==> config.mk <==
export PLATFORM = sky130hd
export DESIGN_NAME = wts_ram
export DESIGN_NICKNAME = d
export VERILOG_FILES = /design/src/rtl/core/wts_ram.sv
export SDC_FILE = /design/constraint.sdc
export NUM_CORES = 1
export LEC_CHECK = 0
export BUFFER_PORTS_ARGS = -buffer_cell sky130_fd_sc_hd__buf_2
export CAP_MARGIN = 20
export CORE_MARGIN = 2
export CORE_UTILIZATION = 50
export CTS_CLUSTER_SIZE = 8
export DETAILED_ROUTE_END_ITERATION = 16
export GPL_TIMING_DRIVEN = 1
export PLACE_DENSITY = 0.65
export SLEW_MARGIN = 10
export SYNTH_ARGS = -nofsm -noshare
export SYNTH_HDL_FRONTEND = slang
export SYNTH_SLANG_ARGS = --single-unit
export TNS_END_PERCENT = 5
==> constraint.sdc <==
create_clock -name aclk -period 2.7 [get_ports aclk]
set_clock_uncertainty 0.1 [all_clocks]
set_input_delay 0.27 -clock aclk [delete_from_list [all_inputs] [get_ports aclk]]
set_output_delay 0.27 -clock aclk [all_outputs]
set_load 0.02 [all_outputs]
==> src/rtl/core/wts_ram.sv <==
// Generic single-port-write, single-port-read RAM with registered read data.
// No dependencies; holds the waveform and note tables of the sequencer.
`timescale 1ns / 1ps

module wts_ram #(
    parameter int WIDTH = 8,
    parameter int DEPTH = 92
) (
    input  logic                                  aclk,
    input  logic                                  wr_en,
    input  logic [(DEPTH > 1 ? $clog2(DEPTH) : 1)-1:0] wr_addr,
    input  logic [WIDTH-1:0]                      wr_data,
    input  logic [(DEPTH > 1 ? $clog2(DEPTH) : 1)-1:0] rd_addr,
    output logic [WIDTH-1:0]                      rd_data
);

    logic [WIDTH-1:0] mem [DEPTH];
    logic [WIDTH-1:0] rd_data_reg;

    always_ff @(posedge aclk) begin
        if (wr_en) begin
            mem[wr_addr] <= wr_data;
        end
        rd_data_reg <= mem[rd_addr];
    end

    assign rd_data = rd_data_reg;

endmodule

==> results.json <==
{
  "status": "completed",
  "dp_cells": 2235,
  "synth_edf_count": 736,
  "gr-total-overflow": 0,
  "hold_slack_ns": 0.0505,
  "maxSlewViolCount": 0,
  "post_drt_wl_per_cell_um": 27.9,
  "power.density_mw_per_mm2": 752,
  "worst_hold_path_type": "in -> reg",
  "end_kind": "flop",
  "rows": 88,
  "cp-start-kind": "primary input",
  "gp_congestion": 0.824,
  "cts_root_buf": "clkbuf_16",
  "drtPass1Iterations": 7,
  "final_cell_mix": "edfxtp_1 (736), mux4_2 (188), buf_4 (164), clkbuf_16 (105), nor2_1 (102)",
  "irDropWorstVdd_mv": 0.580,
  "yosys_most_used_dff": "edfxtp_1",
  "core-area_sq_mm": 0.0574,
  "yosys_warnings": 0,
  "ff2ff_setup_slack_ns": 0.54,
  "layout-drive-gt1-share": 0.316,
  "die_w_um": 244,
  "grt_pass1_vias": 14700,
  "maxCapViolCount": 0,
  "crit_required_ns": 3.09,
  "fin_crit_sh": 0.841,
  "h-tree-depth": 3,
  "startpoint": "rd_addr[4]",
  "critPathCapture": "rd_data[2]",
  "synth_top_family_by_area": "multiplexers",
  "synth_top_area_cell": "edfxtp_1",
  "rsz0062_at_grt": "false",
  "yosys-top-cells-area": "edfxtp_1 (77%), mux4_2 (15%), nor2_1 (1.3%)",
  "grt_pass1_wl_um": 99400,
  "drtIter0Drc": 1461,
  "vias_per_cell": 6.02,
  "yosysUniqueCellTypes": 42,
  "synth_nets": 1357,
  "cts_inserted_buffers": 102,
  "clock-sinks": 744,
  "synthCells": 1333,
  "die_y_um": 244,
  "final_common_cell": "edfxtp_1",
  "synth_compound_gate_area_share": 0.0200,
  "dp_hpwl_um": 42200,
  "leakagePower_nw": 11.0,
  "grt_usage": 0.231,
  "nNetsFinal": 1599,
  "grt_start_max_net_pins": 93,
  "syn_to_final_growth_pct": 17.9,
  "fin_setup_tns_ns": 0,
  "vias": 14500,
  "avgSynthCellArea_sq_um": 21.6,
  "synth-simple-area-share": 0.0315,
  "instances_no_fill": 2408,
  "path_cells": "buf_2 > buf_12 > nor2_1 > a21oi_1 > a22oi_1 > nand2_1",
  "worstRegToRegCells": 5,
  "ys_ff_latch": 744,
  "ys_seq_area_frac": 0.772,
  "synthAdderAreaFrac": 0,
  "drt_wl_total_um": 67300,
  "io-pin-count": 32,
  "path_class": "in -> reg",
  "drc": 0,
  "cts_resized": 0,
  "async_reset_ff_frac": 0,
  "final_core_util": 0.593,
  "antenna_left": 0,
  "fmax_mhz": 440,
  "clk_pin_slew_ns": 0.05,
  "slew_headroom": 0.240,
  "cts_tree": "yes",
  "hold_viol": 0,
  "cp.arrival_ns": 2.66,
  "final-setup-viol-count": 0,
  "synth_area_sq_mm": 0.0288,
  "die_area_sq_mm": 0.0596,
  "rr_startpoint": "mem[4][4]",
  "portBuffers": 31,
  "clock_latency_ns": 0.63,
  "critPathMaxFanout": 29,
  "p_total_w": 0.0255,
  "synth_mux_area_frac": 0.163,
  "largest_reg_flops": 736,
  "synth_top_area_frac": 0.766,
  "clk_path_buf_depth": 3,
  "tightestPinTransition_ns": 1.14,
  "fin_crit_ns": 2.27,
  "start_util": 0.503,
  "rr_endpoint": "rd_data[4]",
  "synth_xor_area_frac": 0,
  "antenna_found_initial": 4,
  "cp_slowest_cell": "nor2_1",
  "cpPeakStageDelay_ns": 0.86
}
## power breakdown
part           total, W  switching (W)  internal [W]
logic           0.00123       0.000743      0.000483
clock network    0.0115        0.00442       0.00709
registers        0.0128      0.0000322        0.0128
## kinds of logic (layout without fill, tap and decap cells)
| logic type | after synthesis | in the layout |
|---|---|---|
| other cells | 0 | 3 |
| flops | 744 | 744 |
| mux | 232 | 232 |
| buf+inv | 72 | 379 |
| compound gates | 84 | 84 |
| simple gates | 201 | 201 |
## cells in the mapped netlist (9+ instances only)
| cell | count |
|---|---|
| edfxtp_1 | 736 |
| nand2_1 | 33 |
| clkbuf_1 | 28 |
| nor2b_1 | 17 |
| mux2_2 | 14 |
| buf_2 | 16 |
| a21oi_1 | 16 |
| mux4_2 | 188 |
| nor2_1 | 102 |
| o21ai_0 | 9 |
| buf_4 | 15 |
| a22oi_1 | 9 |
| nand3_1 | 16 |
| o221ai_1 | 12 |
| o22ai_1 | 16 |
| mux2i_1 | 30 |
## final cells by class
| type | count | area [sq um] |
|---|---|---|
| clock buffer | 169 | 2870 |
| sequential | 744 | 22300 |
| inverter | 2 | 7.51 |
| tap | 765 | 957 |
| multi-input combinational | 517 | 6180 |
| antenna | 3 | 7.51 |
| fill | 4034 | 23400 |
| timing repair buffer | 208 | 1710 |
## metrics by stage
| stage | area (sq um) | worst slack [ns] |
|---|---|---|
| after floorplan | 28800 | 0.602 |
| after global placement | 31100 | -0.0276 |
| after detailed placement | 31100 | -0.0495 |
| after CTS | 34000 | 0.575 |
| after global routing | 34000 | 0.447 |
| final | 34000 | 0.428 |
## worst min-delay path by stage
stage          startpoint    endpoint  slack, ns  cells past startpoint
3_5_place_dp   wr_data[7]   mem[2][7]       0.55                      1
3_3_place_gp   wr_data[7]   mem[2][7]       0.53                      1
5_1_grt        rd_addr[5]  rd_data[7]       0.05                      3
6_report       rd_addr[5]  rd_data[7]       0.05                      3
2_1_floorplan  wr_data[0]   mem[0][0]       0.27                      0
4_1_cts        rd_addr[5]  rd_data[7]       0.01                      3
## per-layer routing
layer / track usage / routed length (um) / up-vias
met5: 0 / 11 / -
met4: 0.0660 / 1650 / 2
met3: 0.0572 / 5790 / 98
met2: 0.355 / 31800 / 635
met1: 0.334 / 28000 / 7675
li1: - / - / 6077
## repair_timing
action	CTS	global route
endpoints found under the hold margin	9	0
hold buffers	1	0
buffers inserted	0	0
## critical path, delay by kind of cell
family	cells	cell delay, ns
compound gates	2	0.86
simple gates	2	0.97
buf+inv	2	0.54
(Power assumes the default switching activity.)
